<file path="src/rtl/core/fat12te_pkg.sv">
// Shared widths, request codes and payload structs for the FAT12 table engine.
// No dependencies; every other file of the block refers to it by scoped names.
package fat12te_pkg;

   localparam int REQ_W         = 3;
   localparam int ADDR_W        = 13;
   localparam int BYTE_W        = 8;
   localparam int IDX_W         = 12;
   localparam int CNT_W         = 13;
   localparam int FREE_W        = 22;
   localparam int CLUSTER_SHIFT = 9;    // 512 bytes per cluster

   // entries_in_use after reset: floppy sector count less the reserved area
   localparam logic [CNT_W-1:0] ENTRIES_RESET = CNT_W'(2880 - 31);

   localparam logic [BYTE_W-1:0] LO_NIBBLE = 8'h0F;
   localparam logic [BYTE_W-1:0] HI_NIBBLE = 8'hF0;

   typedef enum logic [REQ_W-1:0] {
      REQ_LOAD  = 3'd0,
      REQ_READ  = 3'd1,
      REQ_GET   = 3'd2,
      REQ_SET   = 3'd3,
      REQ_FIND  = 3'd4,
      REQ_COUNT = 3'd5
   } req_code_type;

   typedef struct packed {
      logic [REQ_W-1:0]  req_type;
      logic [ADDR_W-1:0] byte_addr;
      logic [BYTE_W-1:0] byte_in;
      logic [IDX_W-1:0]  entry_index;
      logic [IDX_W-1:0]  entry_in;
   } req_payload_type;

   typedef struct packed {
      logic [IDX_W-1:0]  entry_out;
      logic [BYTE_W-1:0] byte_out;
      logic [IDX_W-1:0]  free_index;
      logic              free_found;
      logic [FREE_W-1:0] free_bytes;
      logic              range_error;
   } rsp_payload_type;

   // one write port and one read port of the byte store
   typedef struct packed {
      logic              wr_en;
      logic [ADDR_W-1:0] wr_addr;
      logic [BYTE_W-1:0] wr_data;
      logic              rd_en;
      logic [ADDR_W-1:0] rd_addr;
   } mem_req_type;

endpackage

</file>
<file path="src/rtl/core/fat12te_ctrl.sv">
// Request sequencer: byte access, entry read-modify-write and the free-entry scan.
// Drives fat12te_mem through mem_req_type; depends on fat12te_pkg.
module fat12te_ctrl #(
   parameter int MAX_ENTRIES = 4096,
   parameter int TABLE_BYTES = 6144
) (
   input  logic                             clock,
   input  logic                             reset,
   input  logic                             req_valid,
   output logic                             req_ready,
   input  fat12te_pkg::req_payload_type     req_pl,
   input  logic [fat12te_pkg::CNT_W-1:0]    entries_in_use,
   input  logic                             out_free,
   output logic                             res_valid,
   output fat12te_pkg::rsp_payload_type     res,
   output fat12te_pkg::mem_req_type         mem_req,
   input  logic [fat12te_pkg::BYTE_W-1:0]   mem_rd_data
);
   // entries whose second byte still lies inside the table
   localparam int FIT_RAW     = (2 * (TABLE_BYTES - 2) + 1) / 3 + 1;
   localparam int FIT_ENTRIES = (FIT_RAW < MAX_ENTRIES) ? FIT_RAW : MAX_ENTRIES;
   localparam logic [fat12te_pkg::CNT_W-1:0]  FIT_N   = fat12te_pkg::CNT_W'(FIT_ENTRIES);
   localparam logic [fat12te_pkg::ADDR_W-1:0] BYTES_N = fat12te_pkg::ADDR_W'(TABLE_BYTES);

   // sequencer states
   typedef enum logic [7:0] {
      S_IDLE    = 8'b00000001,
      S_RD_BYTE = 8'b00000010,
      S_GET_LO  = 8'b00000100,
      S_GET_HI  = 8'b00001000,
      S_SET_RD  = 8'b00010000,
      S_SET_WR  = 8'b00100000,
      S_SCAN    = 8'b01000000,
      S_FIN     = 8'b10000000
   } seq_state_type;

   seq_state_type                      state_ff, state_in;
   logic [fat12te_pkg::REQ_W-1:0]      op_ff, op_in;
   logic                               odd_ff, odd_in;
   logic [fat12te_pkg::ADDR_W-1:0]     kaddr_ff, kaddr_in;
   logic [fat12te_pkg::IDX_W-1:0]      val_ff, val_in;
   logic [fat12te_pkg::BYTE_W-1:0]     lo_ff, lo_in;
   logic [fat12te_pkg::BYTE_W-1:0]     wr_byte_ff, wr_byte_in;
   logic [fat12te_pkg::ADDR_W-1:0]     issue_ff, issue_in;
   logic [1:0]                         phase_ff, phase_in;
   logic [fat12te_pkg::CNT_W-1:0]      ent_ff, ent_in;
   logic [fat12te_pkg::CNT_W-1:0]      zcnt_ff, zcnt_in;
   logic [fat12te_pkg::CNT_W-1:0]      limit_ff, limit_in;
   fat12te_pkg::rsp_payload_type       res_ff, res_in;

   logic                               accept;
   logic [fat12te_pkg::ADDR_W-1:0]     k_new;
   logic                               addr_ok;
   logic                               idx_ok;
   logic [fat12te_pkg::IDX_W-1:0]      scan_val;
   logic                               scan_zero;
   logic [fat12te_pkg::CNT_W-1:0]      ent_next;
   logic [fat12te_pkg::CNT_W-1:0]      zcnt_next;

   assign req_ready = (state_ff == S_IDLE);
   assign accept    = req_valid && req_ready;
   assign res       = res_ff;
   assign res_valid = (state_ff == S_FIN) && out_free;

   // first byte of entry e sits at e + e/2
   assign k_new   = {1'b0, req_pl.entry_index}
                  + {2'b00, req_pl.entry_index[fat12te_pkg::IDX_W-1:1]};
   assign addr_ok = (req_pl.byte_addr < BYTES_N);
   assign idx_ok  = ({1'b0, req_pl.entry_index} < FIT_N);

   // scan: entry completes on the second and third byte of each group of three
   assign scan_val  = (phase_ff == 2'd1) ? {mem_rd_data[3:0], lo_ff}
                                         : {mem_rd_data, lo_ff[7:4]};
   assign scan_zero = (scan_val == '0);
   assign ent_next  = ent_ff + 1'b1;
   assign zcnt_next = zcnt_ff + fat12te_pkg::CNT_W'(scan_zero);

   // sequencer; writes always finish before the next request is taken,
   // so no read can meet a write to the same byte in flight
   always_comb begin
      state_in   = state_ff;
      op_in      = op_ff;
      odd_in     = odd_ff;
      kaddr_in   = kaddr_ff;
      val_in     = val_ff;
      lo_in      = lo_ff;
      wr_byte_in = wr_byte_ff;
      issue_in   = issue_ff;
      phase_in   = phase_ff;
      ent_in     = ent_ff;
      zcnt_in    = zcnt_ff;
      limit_in   = limit_ff;
      res_in     = res_ff;
      mem_req    = '0;

      case (state_ff)
         S_IDLE: begin
            if (accept) begin
               op_in    = req_pl.req_type;
               odd_in   = req_pl.entry_index[0];
               kaddr_in = k_new;
               val_in   = req_pl.entry_in;
               res_in   = '0;
               state_in = S_FIN;
               case (req_pl.req_type)
                  fat12te_pkg::REQ_LOAD: begin
                     if (addr_ok) begin
                        mem_req.wr_en   = 1'b1;
                        mem_req.wr_addr = req_pl.byte_addr;
                        mem_req.wr_data = req_pl.byte_in;
                     end else begin
                        res_in.range_error = 1'b1;
                     end
                  end
                  fat12te_pkg::REQ_READ: begin
                     if (addr_ok) begin
                        mem_req.rd_en   = 1'b1;
                        mem_req.rd_addr = req_pl.byte_addr;
                        state_in        = S_RD_BYTE;
                     end else begin
                        res_in.range_error = 1'b1;
                     end
                  end
                  fat12te_pkg::REQ_GET: begin
                     if (idx_ok) begin
                        mem_req.rd_en   = 1'b1;
                        mem_req.rd_addr = k_new;
                        state_in        = S_GET_LO;
                     end else begin
                        res_in.range_error = 1'b1;
                     end
                  end
                  fat12te_pkg::REQ_SET: begin
                     // only the byte shared with the neighbor needs reading
                     if (idx_ok) begin
                        mem_req.rd_en   = 1'b1;
                        mem_req.rd_addr = req_pl.entry_index[0] ? k_new : k_new + 1'b1;
                        state_in        = S_SET_RD;
                     end else begin
                        res_in.range_error = 1'b1;
                     end
                  end
                  fat12te_pkg::REQ_FIND, fat12te_pkg::REQ_COUNT: begin
                     limit_in = (entries_in_use < FIT_N) ? entries_in_use : FIT_N;
                     issue_in = fat12te_pkg::ADDR_W'(1);
                     phase_in = 2'd0;
                     ent_in   = '0;
                     zcnt_in  = '0;
                     if ((entries_in_use != '0) && (FIT_N != '0)) begin
                        mem_req.rd_en   = 1'b1;
                        mem_req.rd_addr = '0;
                        state_in        = S_SCAN;
                     end
                  end
                  default: begin
                  end
               endcase
            end
         end

         S_RD_BYTE: begin
            res_in.byte_out = mem_rd_data;
            state_in        = S_FIN;
         end

         S_GET_LO: begin
            lo_in           = mem_rd_data;
            mem_req.rd_en   = 1'b1;
            mem_req.rd_addr = kaddr_ff + 1'b1;
            state_in        = S_GET_HI;
         end

         S_GET_HI: begin
            res_in.entry_out = odd_ff ? {mem_rd_data, lo_ff[7:4]}
                                      : {mem_rd_data[3:0], lo_ff};
            state_in         = S_FIN;
         end

         S_SET_RD: begin
            // first byte now, second byte next cycle
            mem_req.wr_en   = 1'b1;
            mem_req.wr_addr = kaddr_ff;
            if (odd_ff) begin
               mem_req.wr_data = {val_ff[3:0], mem_rd_data[3:0]};
               wr_byte_in      = val_ff[11:4];
            end else begin
               mem_req.wr_data = val_ff[7:0];
               wr_byte_in      = (mem_rd_data & fat12te_pkg::HI_NIBBLE)
                               | {4'h0, val_ff[11:8]};
            end
            state_in = S_SET_WR;
         end

         S_SET_WR: begin
            mem_req.wr_en   = 1'b1;
            mem_req.wr_addr = kaddr_ff + 1'b1;
            mem_req.wr_data = wr_byte_ff;
            state_in        = S_FIN;
         end

         S_SCAN: begin
            // stream one byte a cycle; reads past the table end are dropped
            mem_req.rd_en   = (issue_ff < BYTES_N);
            mem_req.rd_addr = issue_ff;
            issue_in        = issue_ff + 1'b1;
            lo_in           = mem_rd_data;
            phase_in        = (phase_ff == 2'd2) ? 2'd0 : phase_ff + 1'b1;
            if (phase_ff != 2'd0) begin
               ent_in  = ent_next;
               zcnt_in = zcnt_next;
               if ((op_ff == fat12te_pkg::REQ_FIND) && scan_zero) begin
                  res_in.free_found = 1'b1;
                  res_in.free_index = ent_ff[fat12te_pkg::IDX_W-1:0];
                  state_in          = S_FIN;
               end else if (ent_next == limit_ff) begin
                  if (op_ff == fat12te_pkg::REQ_COUNT) begin
                     res_in.free_bytes = {zcnt_next,
                                          {fat12te_pkg::CLUSTER_SHIFT{1'b0}}};
                  end
                  state_in = S_FIN;
               end
            end
         end

         S_FIN: begin
            if (out_free) begin
               state_in = S_IDLE;
            end
         end

         default: begin
            state_in = S_IDLE;
         end
      endcase
   end

   // control state
   always_ff @(posedge clock) begin
      if (reset) begin
         state_ff <= S_IDLE;
      end else begin
         state_ff <= state_in;
      end
   end

   // working registers
   always_ff @(posedge clock) begin
      op_ff      <= op_in;
      odd_ff     <= odd_in;
      kaddr_ff   <= kaddr_in;
      val_ff     <= val_in;
      lo_ff      <= lo_in;
      wr_byte_ff <= wr_byte_in;
      issue_ff   <= issue_in;
      phase_ff   <= phase_in;
      ent_ff     <= ent_in;
      zcnt_ff    <= zcnt_in;
      limit_ff   <= limit_in;
      res_ff     <= res_in;
   end

endmodule

</file>
<file path="config.mk">
export PLATFORM = sky130hd
export DESIGN_NAME = fat12te_ctrl
export DESIGN_NICKNAME = d
export VERILOG_FILES = /design/src/rtl/core/fat12te_pkg.sv /design/src/rtl/core/fat12te_ctrl.sv
export SDC_FILE = /design/constraint.sdc
export NUM_CORES = 1
export LEC_CHECK = 0
export BUFFER_PORTS_ARGS = -buffer_cell sky130_fd_sc_hd__buf_2
export CORE_UTILIZATION = 45
export CTS_BUF_LIST = sky130_fd_sc_hd__clkbuf_8 sky130_fd_sc_hd__clkbuf_16
export CTS_CLUSTER_SIZE = 24
export DETAILED_ROUTE_END_ITERATION = 12
export PLACE_DENSITY = 0.67
export SLEW_MARGIN = 20
export SYNTH_ARGS = -nofsm -noshare
export SYNTH_HDL_FRONTEND = slang
export SYNTH_SLANG_ARGS = --single-unit
</file>
<file path="constraint.sdc">
create_clock -name clock -period 5.4 [get_ports clock]
set_clock_uncertainty 0.1 [all_clocks]
set_input_delay 0.27 -clock clock [delete_from_list [all_inputs] [get_ports clock]]
set_output_delay 0.27 -clock clock [all_outputs]
set_load 0.02 [all_outputs]
</file>
==> summary.md, run 1 <==
| Metric | Value |
|---|---|
| IO buf count | around 160 |
| Worst r2r src | state_ff[6]$_SDFFE_PP0P_ |
| Crit path to | mem_req[12] |
| Post-Synthesis Cells | 796 |
| CTS tree | done |
| Clk network pwr share | 29.7% |
| IO Pins | 167 |
| Critical Path RT | approximately 5 ns |
| Grt ovf | 0 |
| Post-CTS setup repair buffer count | 0 |
| Worst VDD drop | ~0.24 mV |
| R2r setup slk | 1.90 ns |
| Max Fanout on Critical Path | 5 |
| First-pass GRT wire length | 33.10 mm |
| Final setup violation count | 0 |
| CTS sink count | approximately 150 |
| Most frequent cell on the critical path | buf_2 |
| WP depth | 14 |
| Vias in the first global route | 6333 |
| DP HPWL | 15.44 mm |
| WP buf/inv | 4 |
| GRT Overall Usage | between 20% and 30% |
| Site row count | 50 |
| Antenna-violating nets left | 0 |
| Status | finished clean |
| Max Cap Violations | 0 |
| Critical Path AT | ~3.8 ns |
| Kind of end point of the critical path | output pin |
| Design Area, Final | approximately 0.011 mm^2 |
| Hold/Removal Path Class | in2reg |
| Critical Path Start | req_pl[12] |
| Warnings, synthesis | 0 |
| Root buf cell | clkbuf_16 |
| 1st-pass router iterations | 5 |
| Min Tclk post-route | 4.178 ns |
| Sequential fraction of the synthesis area | approximately 52% |
| Synth async-reset ratio | 0% |
| PD cells | 398.4 mW/mm^2 |
| Final hold violation count | 0 |
| Skew-Pair Late Insertion Delay | between 0.4 and 0.5 ns |
| Share of layout cells above drive strength 1 | 22.28% |
| Hold Crit Depth | 1 |
| Placed instance area | 0.009773 mm^2 |
| Area of the multi-input gates | 0.003979 mm^2 |
| Max-slew violations | 0 |
| Initial Utilization | 46.52% |
| Die Footprint | roughly 0.02 mm^2 |
| Top_reg_cell synth | edfxtp_1 |
| P&R area growth vs syn | 20.47% |
| Die X | between 100 and 150 um |
| R2R depth | 8 |
| Htree depth | 4 |
| Comb power frac | a little over a quarter |
| Largest net degree at the start of global routing | between 50 and 60 |
| CP max stage delay | between 0.5 and 0.6 ns |
| Crit path cell chain | dlygate4sd3_1 -> buf_2 -> ha_1 -> inv_1 -> fa_1 -> and2b_1 -> o22ai_1 -> xnor2_1 -> nand4_2 -> nor4b_4 -> nand4_1 -> or4_1 -> o211ai_1 -> buf_2 |
| Sw frac | 32.92% |
| Mapped Avg Cell Area | approximately 11 um^2 |
| Post-synth EDFFs | approximately 150 |
| Setup TNS | 0 ns |
| Final nets | between 1000 and 1500 |
| Worst path slowest cell | dlygate4sd3_1 |
| Drt total wl | 21.31 mm |
| Yosys reg bits | about 150 |
| Most common cell after layout, fill and taps aside | buf_2 |
| Wire per inst | 17.22 um |
| Period Utilization, post-route | 77.36% |
| Fillers | 1694 |
| Startpoint Class | input port |
| RR Endpoint | ent_ff[1]$_SDFFCE_PN0P_ |
| Vias post-DR | ~6800 |
| Total core area | between 0.015 and 0.02 mm^2 |
| Worst slew margin | between 20 and 30% |
| Worst slew pin tran | about 1.1 ns |
| Clock Pin Slew Worst Setup and Hold Paths | 0.06 ns |
| Fmax | roughly 240 MHz |
| Via-to-Cell Ratio | around 5.5 |
| Sequential power share | ~43% |
| RSZ-0062 raised after global routing | no |
| Kind of critical path | in2out |
| Most frequent cells in the layout | buf_2 (157), edfxtp_1 (146), nor2_1 (94), nand2_1 (56), xnor2_1 (43) |
| Die H | ~140 um |
| Initial antenna violation count | 5 |
| Post-route DRC | 0 |
| CP delay by family, top | simple AND/OR/NAND/NOR gates |
| Psw | between 1000 and 1500 uW |
| Leak pwr | 0.004189 uW |
| Distinct cells, synth | just under 80 |
| Num CTS Buffers | 17 |
| Mapped Area | approximately 0.009 mm^2 |
| Initial DRC Count | around 650 |
| GP Congestion | between 0.8 and 0.9 |
| Pint | about 2800 uW |
| Clk buf depth | 2 |
| Sequential cell area | roughly 0.0045 mm^2 |
## power groups by stage
| stage | Combinational, uW | Clock (uW) | Sequential [uW] |
|---|---|---|---|
| floorplan | 659 | 0 | 1940 |
| global placement | 1120 | 0 | 1830 |
| detailed placement | 1140 | 0 | 1830 |
| CTS | 1150 | 1270 | 1810 |
| global route | 1250 | 1320 | 1840 |
| finish | 1150 | 1250 | 1810 |
## cell families after synthesis
group | after synthesis | share of synthesized area [%]
compound gates | 124 | 11.06
xor+xnor | 75 | 7.788
mux | 28 | 3.303
fa+ha+maj | 23 | 3.360
buf+inv | 71 | 3.559
flops | 154 | 51.71
other cells | 1 | 0.04267
simple gates | 320 | 19.18
## worst min-delay path by stage
stage | from | endpoint | slack [ns]
CTS | mem_rd_data[7] | lo_ff[7]$_DFFE_PP_ | 0.01
global placement | req_pl[3] | val_ff[3]$_DFFE_PP_ | 0.35
global route | mem_rd_data[7] | lo_ff[7]$_DFFE_PP_ | 0.01
floorplan | reset | state_ff[3]$_SDFFE_PP0P_ | 0.24
finish | mem_rd_data[7] | lo_ff[7]$_DFFE_PP_ | 0.02
detailed placement | req_pl[0] | val_ff[0]$_DFFE_PP_ | 0.35
## state kept, by name, summed over array words and instances (netlist names), 8 cells and up
signal	flops
wr_byte_ff	8
kaddr_ff	13
ent_ff	13
issue_ff	13
lo_ff	8
val_ff	12
limit_ff	13
res	47
state_ff	8
zcnt_ff	13
## worst reg2reg max path, delay by kind of cell, from the launching register on
| kind | cells | cell delay [ns] |
|---|---|---|
| buffers and inverters | 2 | 0.63 |
| flip-flops | 1 | 0.34 |
| AND/OR/NAND/NOR | 6 | 2.03 |
## cells in the mapped netlist, types with 5 or more instances
cell       instances  area share [%]
buf_2              6            0.34
and3_1            18             1.3
nand3_1           28             1.6
nor2_1            94             4.0
nand4_1            8            0.57
xor2_1            30             3.0
mux2i_1           20             2.3
buf_4              9            0.77
inv_1             29             1.2
a22oi_1           10            0.85
clkbuf_1          24             1.0
dfxtp_1            8             1.8
a221o_1           15             1.7
a2111oi_0          5            0.50
edfxtp_1         146              50
nand2_1           56             2.4
nor4_1             9            0.64
nor2b_1           16             1.1
mux2_2             8             1.0
ha_1              22             3.1
nor3_1            15            0.85
o221ai_1           9            0.90
nand3b_1           7            0.60
a21oi_1           15            0.85
nand2b_1          10            0.71
and2_1            28             2.0
o21ai_0           22             1.3
xnor2_1           43             4.3
nor3b_1            6            0.51
## through the flow
step / utilization, % / setup slack, ns / total power [uW] / instances / hold slack (ns)
after CTS: 55.93 / 1.248 / 4229 / 1234 / 0.01124
final: 56.04 / 1.222 / 4218 / 1237 / 0.01839
after global placement: 51.73 / 1.863 / 2949 / 1185 / 0.3481
after detailed placement: 51.73 / 1.803 / 2972 / 1185 / 0.3486
after global routing: 56.03 / 0.9597 / 4407 / 1236 / 0.01325
after floorplan: - / 2.015 / 2602 / 804 / 0.2424
## per-layer routing
metal | vias up | wire [um] | GRT usage, %
met5 | - | 13 | 0
met4 | 2 | 329 | 7.414
met3 | 24 | 1352 | 5.130
met2 | 216 | 10160 | 35.08
met1 | 3242 | 9452 | 27.97
li1 | 3273 | - | -
## what timing repair did
item / in CTS / in global routing
endpoints found under the hold margin: 18 / 0
gates resized for setup: 0 / 0
hold buffers: 17 / 0
## cell type report
class / count / area share, %
antenna: 3 / 0.07090
clock buffer: 17 / 4.018
clock inverter: 15 / 1.879
inverter: 31 / 1.146
multi-input combinational: 579 / 37.58
sequential: 154 / 42.92
tap: 260 / 3.073
timing repair buffer: 178 / 9.312
Note: power is estimated with default switching activity, not from simulation.
==> inputs of run 2 (changes only) <==
==> constraint.sdc (replaced) <==
create_clock -name clock -period 4.2 [get_ports clock]
set_clock_uncertainty 0.1 [all_clocks]
set_input_delay 0.21 -clock clock [delete_from_list [all_inputs] [get_ports clock]]
set_output_delay 0.21 -clock clock [all_outputs]
set_load 0.02 [all_outputs]
==> run 2 against run 1 <==
  * Final area up 1.7%
  * Sequential share of layout area fell by 0.72 points
  * Sequential power up 29%
  * Count of clock-buffer cells in the layout unchanged
  * Utilization is 0.96 points higher
==> summary.md, run 2 (synthesis results as in run 1) <==
| Metric | Value |
|---|---|
| Status | finished clean |
| Initial antenna violation count | 2 (-3) |
| GP Congestion | 0.8846 (+1.4%) |
| Kind of end point of the critical path | output pin |
| Worst slew pin tran | 0.7781 ns (-0.2931 ns) |
| Clock Pin Slew Worst Setup and Hold Paths | 0.06 ns (about the same) |
| R2R depth | 9 (+1) |
| GRT Overall Usage | 21.78% (+0.30 points) |
| Min Tclk post-route | 3.919 ns |
| Max Fanout on Critical Path | 5 (unchanged) |
| RSZ-0062 raised after global routing | no |
| Final hold violation count | 0 (unchanged) |
| IO buf count | 157 (unchanged) |
| RR Endpoint | state_ff[2]$_SDFFE_PP0P_ |
| Final cell count without fillers | 1260 (+1.9%) |
| Drt total wl | 21.24 mm (-0.31%) |
| Num CTS Buffers | 17 (unchanged) |
| Root buf cell | clkbuf_16 |
| Max reg flops | 47 (unchanged) |
| Post-route DRC | 0 (unchanged) |
| Period Utilization, post-route | between 90 and 100% |
| Total power | 5379 uW (+28%) |
| Skew-Pair Late Insertion Delay | 0.42 ns (about the same) |
| Share of layout cells above drive strength 1 | 22.57% (+0.29 points) |
| Initial Utilization | 46.52% (unchanged) |
| Critical Path RT | 3.89 ns (-1.14 ns) |
| Crit path to | mem_req[12] |
| Worst r2r src | ent_ff[0]$_SDFFCE_PN0P_ |
| Initial DRC Count | 529 (-18%) |
| Worst slew margin | 48.13% (+20 points) |
| Setup TNS | 0 ns (unchanged) |
| Most common cell after layout, fill and taps aside | buf_2 |
| Leak pwr | 0.004296 uW (+2.5%) |
| Vias post-DR | 6780 (+0.34%) |
| Largest net degree at the start of global routing | 53 (unchanged) |
| Kind of critical path | in2out |
| Via-to-Cell Ratio | 5.381 (-1.5%) |
| R2r setup slk | 0.97 ns (-0.93 ns) |
| Die H | 141.8 um (unchanged) |
| Fmax | 255.2 MHz |
| CTS tree | done |
| Critical Path AT | 3.61 ns (-0.20 ns) |
| Wire per inst | 16.86 um (-2.1%) |
| Critical Path Start | req_pl[12] |
| Clk buf depth | 2 (unchanged) |
| PD cells | 499.5 mW/mm^2 (+25%) |
| Final nets | 1080 (+2.2%) |
| DP HPWL | 15.54 mm (+0.62%) |
| Hold/Removal Path Class | in2reg |
| Vias in the first global route | 6414 (+1.3%) |
| Final setup violation count | 0 (unchanged) |
| Dpl cells | 1192 (+0.59%) |
| Htree depth | 4 (unchanged) |
| Site row count | 50 (unchanged) |
| Die Footprint | 0.02009 mm^2 (unchanged) |
| IO Pins | 167 (unchanged) |
| 1st-pass router iterations | 5 (unchanged) |
| Hold Crit Depth | 2 (+1) |
| Most frequent cells in the layout | buf_2 (157), edfxtp_1 (146), nor2_1 (94), nand2_1 (56), xnor2_1 (42) |
| Grt ovf | 0 (unchanged) |
| Startpoint Class | input port |
| Max Cap Violations | 0 (unchanged) |
| Total core area | 0.01889 mm^2 (unchanged) |
| Antenna-violating nets left | 0 (unchanged) |
| Fillers | 1683 (-0.65%) |
| Max-slew violations | 0 (unchanged) |
| Worst VDD drop | 0.2557 mV (+6.0%) |
| P&R area growth vs syn | 22.54% |
| Die X | 141.8 um (unchanged) |
| CTS sink count | 154 (unchanged) |
| First-pass GRT wire length | 33.70 mm (+1.8%) |
[run 2: repair_timing]
action,4_1_cts,5_1_grt
resized for setup,0,1
endpoints found under the hold margin,35,0
hold buffers,32,0
setup endpoints to repair,0,2
buffers inserted,0,1
[run 2: metal layers]
layer / track usage [%] / vias up / share of wire, %
li1: - / 3318 / -
met1: 28.03 / 3203 / 44
met2: 35.68 / 232 / 48
met3: 5.602 / 27 / 6.6
met4: 7.414 / 0 / 1.9
met5: 0 / - / 0
[run 2: cell type report]
cell class	instances	area, um^2	area share (%)
Tap cell	260	325.3	3.021
Clock buffer	17	425.4	3.950
Antenna cell	3	7.507	0.06971
Timing Repair Buffer	201	1196	11.11
Sequential cell	154	4544	42.20
Multi-Input combinational cell	579	3974	36.90
Clock inverter	15	175.2	1.627
Inverter	31	121.4	1.127
[run 2: stage by stage]
step	util (%)	hold slack [ns]	setup slack [ns]	cell area [um^2]
after detailed placement	52.01	0.2888	0.6789	9826
final	57.00	0.01956	0.2813	10770
after global placement	52.01	0.2872	0.7637	9826
after CTS	56.88	0.003196	0.1356	10750
after global routing	56.97	0.01993	0.02035	10760
after floorplan	-	0.1824	0.8152	8818
[run 2: report_power, final]
group	total, uW	switching, uW	internal [uW]
clock	1550	619	935
combinational	1500	955	544
sequential	2330	204	2120
total	5380	1780	3600
[run 2: worst min-delay path by stage]
stage,start,to,slack (ns)
finish,entries_in_use[11],limit_ff[11]$_SDFFCE_PP0P_,0.02
global route,entries_in_use[11],limit_ff[11]$_SDFFCE_PP0P_,0.02
CTS,entries_in_use[10],limit_ff[10]$_SDFFCE_PP0P_,0.003
detailed placement,req_pl[0],val_ff[0]$_DFFE_PP_,0.29
global placement,req_pl[0],val_ff[0]$_DFFE_PP_,0.29
floorplan,reset,state_ff[3]$_SDFFE_PP0P_,0.18
[run 2: worst max-delay path: stages]
cell and delay (ns):
dlygate4sd3_1 0.53, buf_2 0.15, ha_1 0.21, inv_1 0.07, fa_1 0.19, and2b_1 0.24, o21a_1 0.24, o311ai_4 0.33
nand4_2 0.22, nor4b_4 0.31, nand4_1 0.15, or4_1 0.42, o211ai_1 0.13, buf_2 0.21
==> inputs of run 3 (changes only) <==
--- a/config.mk
+++ b/config.mk
@@ -5,11 +5,13 @@
 export SDC_FILE = /design/constraint.sdc
 export NUM_CORES = 1
 export LEC_CHECK = 0
+export ABC_AREA = 1
 export BUFFER_PORTS_ARGS = -buffer_cell sky130_fd_sc_hd__buf_2
 export CORE_UTILIZATION = 45
 export CTS_BUF_LIST = sky130_fd_sc_hd__clkbuf_8 sky130_fd_sc_hd__clkbuf_16
 export CTS_CLUSTER_SIZE = 24
 export DETAILED_ROUTE_END_ITERATION = 12
+export GPL_ROUTABILITY_DRIVEN = 1
 export PLACE_DENSITY = 0.67
 export SLEW_MARGIN = 20
 export SYNTH_ARGS = -nofsm -noshare
==> run 3 against run 2 <==
  * Die area grew 4.4%
  * Synthesized area grew 4.5%
  * First-iteration DRC count rose by 12%
  * Count of clock-buffer cells in the layout unchanged
  * Sequential share of layout area shrank 1.4 points
  * Global-route usage grew 1.2 points
  * Non-clock buffer count decreased by 3
  * Via count is 18% higher
  * Critical path depth increased by 6
  * Largest cell class unchanged
  * Highest routed layer unchanged
==> summary.md, run 3 <==
| Metric | Value |
|---|---|
| Status | finished clean |
| IO Pins | 167 (unchanged) |
| Leading post-synthesis cells by cell area | edfxtp_1 (48%), nand2_1 (11%), inv_1 (7.7%) |
| PD cells | 510.7 mW/mm^2 (+2.2%) |
| Clock Pin Slew Worst Setup and Hold Paths | 0.06 ns (about the same) |
| Most frequent cells in the layout | nand2_1 (262), inv_1 (189), buf_2 (157), edfxtp_1 (146), nor2_1 (144) |
| Final nets | 1405 (+30%) |
| Comb power frac | 31.2% (+3.3 points) |
| Max reg flops | 47 (unchanged) |
| Distinct cells, synth | 50 (-37%) |
| Fmax | 285.6 MHz (+12%) |
| Max Fanout on Critical Path | 4 (-1) |
| Final setup violation count | 0 (unchanged) |
| Synth cell count leaders | nand2_1 (262), inv_1 (189), edfxtp_1 (146) |
| Sequential fraction of the synthesis area | 49.48% (-2.2 points) |
| Site row count | 51 (+2.0%) |
| Largest area contributor in the netlist | edfxtp_1 |
| Psw | 2112 uW (+19%) |
| Clk network pwr share | 27.0% (-1.9 points) |
| Yosys reg bits | 154 (unchanged) |
| Vias in the first global route | 7540 (+18%) |
| Total power | 5693 uW (+5.8%) |
| 1st-pass router iterations | 5 (unchanged) |
| GP Congestion | 0.8928 (+0.93%) |
| Post-route DRC | 0 (unchanged) |
| Die H | 144.9 um (+2.2%) |
| Num CTS Buffers | 17 (unchanged) |
| Pint | 3580 uW (-0.58%) |
| Die X | 144.9 um (+2.2%) |
| Diodes inserted | 0 (-3) |
| Warnings, synthesis | 0 (unchanged) |
| Share of layout cells above drive strength 1 | 17.41% (-5.2 points) |
| RSZ-0062 raised after global routing | no |
| Total core area | 0.01972 mm^2 (+4.4%) |
| Startpoint Class | input port |
| Die Footprint | 0.02098 mm^2 (+4.4%) |
| Min Tclk post-route | 3.501 ns (-0.4175 ns) |
| Top_reg_cell synth | edfxtp_1 |
| Synth async-reset ratio | 0% (unchanged) |
| Clk buf depth | 2 (unchanged) |
| GRT Overall Usage | 23.00% (+1.2 points) |
| Initial antenna violation count | 0 (-2) |
| IO buf count | 157 (unchanged) |
| Worst slew pin tran | 0.9983 ns (+0.2202 ns) |
| Skew-Pair Late Insertion Delay | 0.42 ns (about the same) |
| Grt ovf | 0 (unchanged) |
| Setup TNS | 0 ns (unchanged) |
| DP HPWL | 17.49 mm (+13%) |
| Post-synth EDFFs | 146 (unchanged) |
| First-pass GRT wire length | 36.36 mm (+7.9%) |
| Critical Path AT | 3.19 ns (-0.42 ns) |
| Htree depth | 4 (unchanged) |
| Sw frac | 37.11% (+4.1 points) |
| Initial Utilization | 46.58% (+0.060 points) |
| Setup WS pre-CTS | 1.066 ns (+0.3872 ns) |
| Post-CTS setup repair buffer count | 0 (unchanged) |
| Hold/Removal Path Class | in2reg |
| CTS sink count | 154 (unchanged) |
| Final WS setup | 0.6988 ns (+0.4175 ns) |
| Initial DRC Count | 593 (+12%) |
| Mapped Avg Cell Area | 8.229 um^2 (-25%) |
| Kind of critical path | in2out |
| Sequential power share | 41.8% (-1.4 points) |
| Mapped Area | 0.009184 mm^2 (+4.5%) |
| Final core utilization | 56.53% (-0.47 points) |
| Largest net degree at the start of global routing | 45 (-15%) |
| Count leader, synth | nand2_1 |
| Wire per inst | 14.72 um (-13%) |
| Vias post-DR | 7987 (+18%) |
| Max-slew violations | 0 (unchanged) |
| Worst slew margin | 33.20% (-15 points) |
| Leak pwr | 0.005199 uW (+21%) |
| Most common cell after layout, fill and taps aside | nand2_1 |
| Via-to-Cell Ratio | 5.036 (-6.4%) |
| Final hold violation count | 0 (unchanged) |
| Root buf cell | clkbuf_16 |
| Drt total wl | 23.34 mm (+9.9%) |
| Kind of end point of the critical path | output pin |
| P&R area growth vs syn | 21.38% |
| Post-Synthesis Cells | 1116 (+40%) |
| Period Utilization, post-route | 83.36% (-9.9 points) |
| Critical Path RT | 3.89 ns (about the same) |
| Max Cap Violations | 0 (unchanged) |
| Share of Yosys cell area claimed by the top area cell type | 47.74% (-2.1 points) |
| Antenna-violating nets left | 0 (unchanged) |
| Worst VDD drop | 0.3813 mV (+49%) |
| CTS tree | done |
## run 3: critical path: stages
cell	delay, ns
dlygate4sd3_1	0.53
buf_2	0.16
ha_1	0.24
inv_1	0.07
fa_1	0.40
inv_1	0.12
ha_1	0.18
nand2_1	0.09
nor2_1	0.12
nand2_1	0.11
nor2_4	0.13
nand3_2	0.09
nor2_2	0.17
nand2_1	0.07
nand2_1	0.06
nand3_1	0.06
nand2_1	0.07
nand2_1	0.04
nand2_1	0.09
buf_2	0.16
## run 3: path summary, 6_finish.rpt
check,start,endpoint,slack [ns],cells after the start
worst min-delay path,entries_in_use[10],limit_ff[10]$_SDFFCE_PP0P_,0.02,3
worst max-delay path,req_pl[12],mem_req[10],0.70,20
worst min register to register,val_ff[7]$_DFFE_PP_,wr_byte_ff[3]$_DFFE_PP_,0.45,2
worst max register to register,lo_ff[6]$_DFFE_PP_,res[22]$_DFFE_PP_,1.04,17
## run 3: layer usage
layer | global-route usage [%] | routed length, um | up-vias | part of all wire (%)
met3 | 3.850 | 1278 | 61 | 5.5
met5 | 0 | 0 | - | 0
li1 | - | - | 4083 | -
met4 | 11.19 | 821 | 0 | 3.5
met2 | 38.61 | 11110 | 265 | 48
met1 | 28.72 | 10130 | 3578 | 43
## run 3: per-stage QoR
stage	cells	instance area (um^2)	hold WS (ns)
after global routing	1586	11150	0.02205
after global placement	1522	10230	0.2879
after CTS	1586	11150	0.001509
after detailed placement	1522	10230	0.2881
final	1586	11150	0.01722
after floorplan	1124	9214	0.1824
## run 3: cell type report
class | instances | area, um^2
clock inverters | 14 | 162.7
flip-flops and latches | 154 | 4544
fillers | 1786 | 8571
inverters | 201 | 754.5
well taps | 265 | 331.6
multi-input cells | 737 | 3752
clock buffers | 17 | 425.4
repair buffers | 198 | 1176
## run 3: what timing repair did
action                    in CTS  in global routing
hold endpoints to repair      34                  0
gates resized for setup        0                  0
hold buffers                  33                  0
## run 3: power groups by stage
stage | combinational, uW | clock [uW] | sequential [uW]
2_1_floorplan | 1040 | 0 | 2550
4_1_cts | 1780 | 1560 | 2380
5_1_grt | 1980 | 1610 | 2430
6_report | 1780 | 1540 | 2380
3_5_place_dp | 1750 | 0 | 2410
3_3_place_gp | 1720 | 0 | 2400
## run 3: cell families after synthesis
| kind of cell | after synthesis | synth area share, % |
|---|---|---|
| fa+ha+maj | 23 | 3.215 |
| simple gates | 565 | 27.37 |
| xor+xnor | 9 | 0.8584 |
| buf+inv | 233 | 10.03 |
| flops | 154 | 49.48 |
| other cells | 1 | 0.04083 |
| compound gates | 131 | 9.005 |
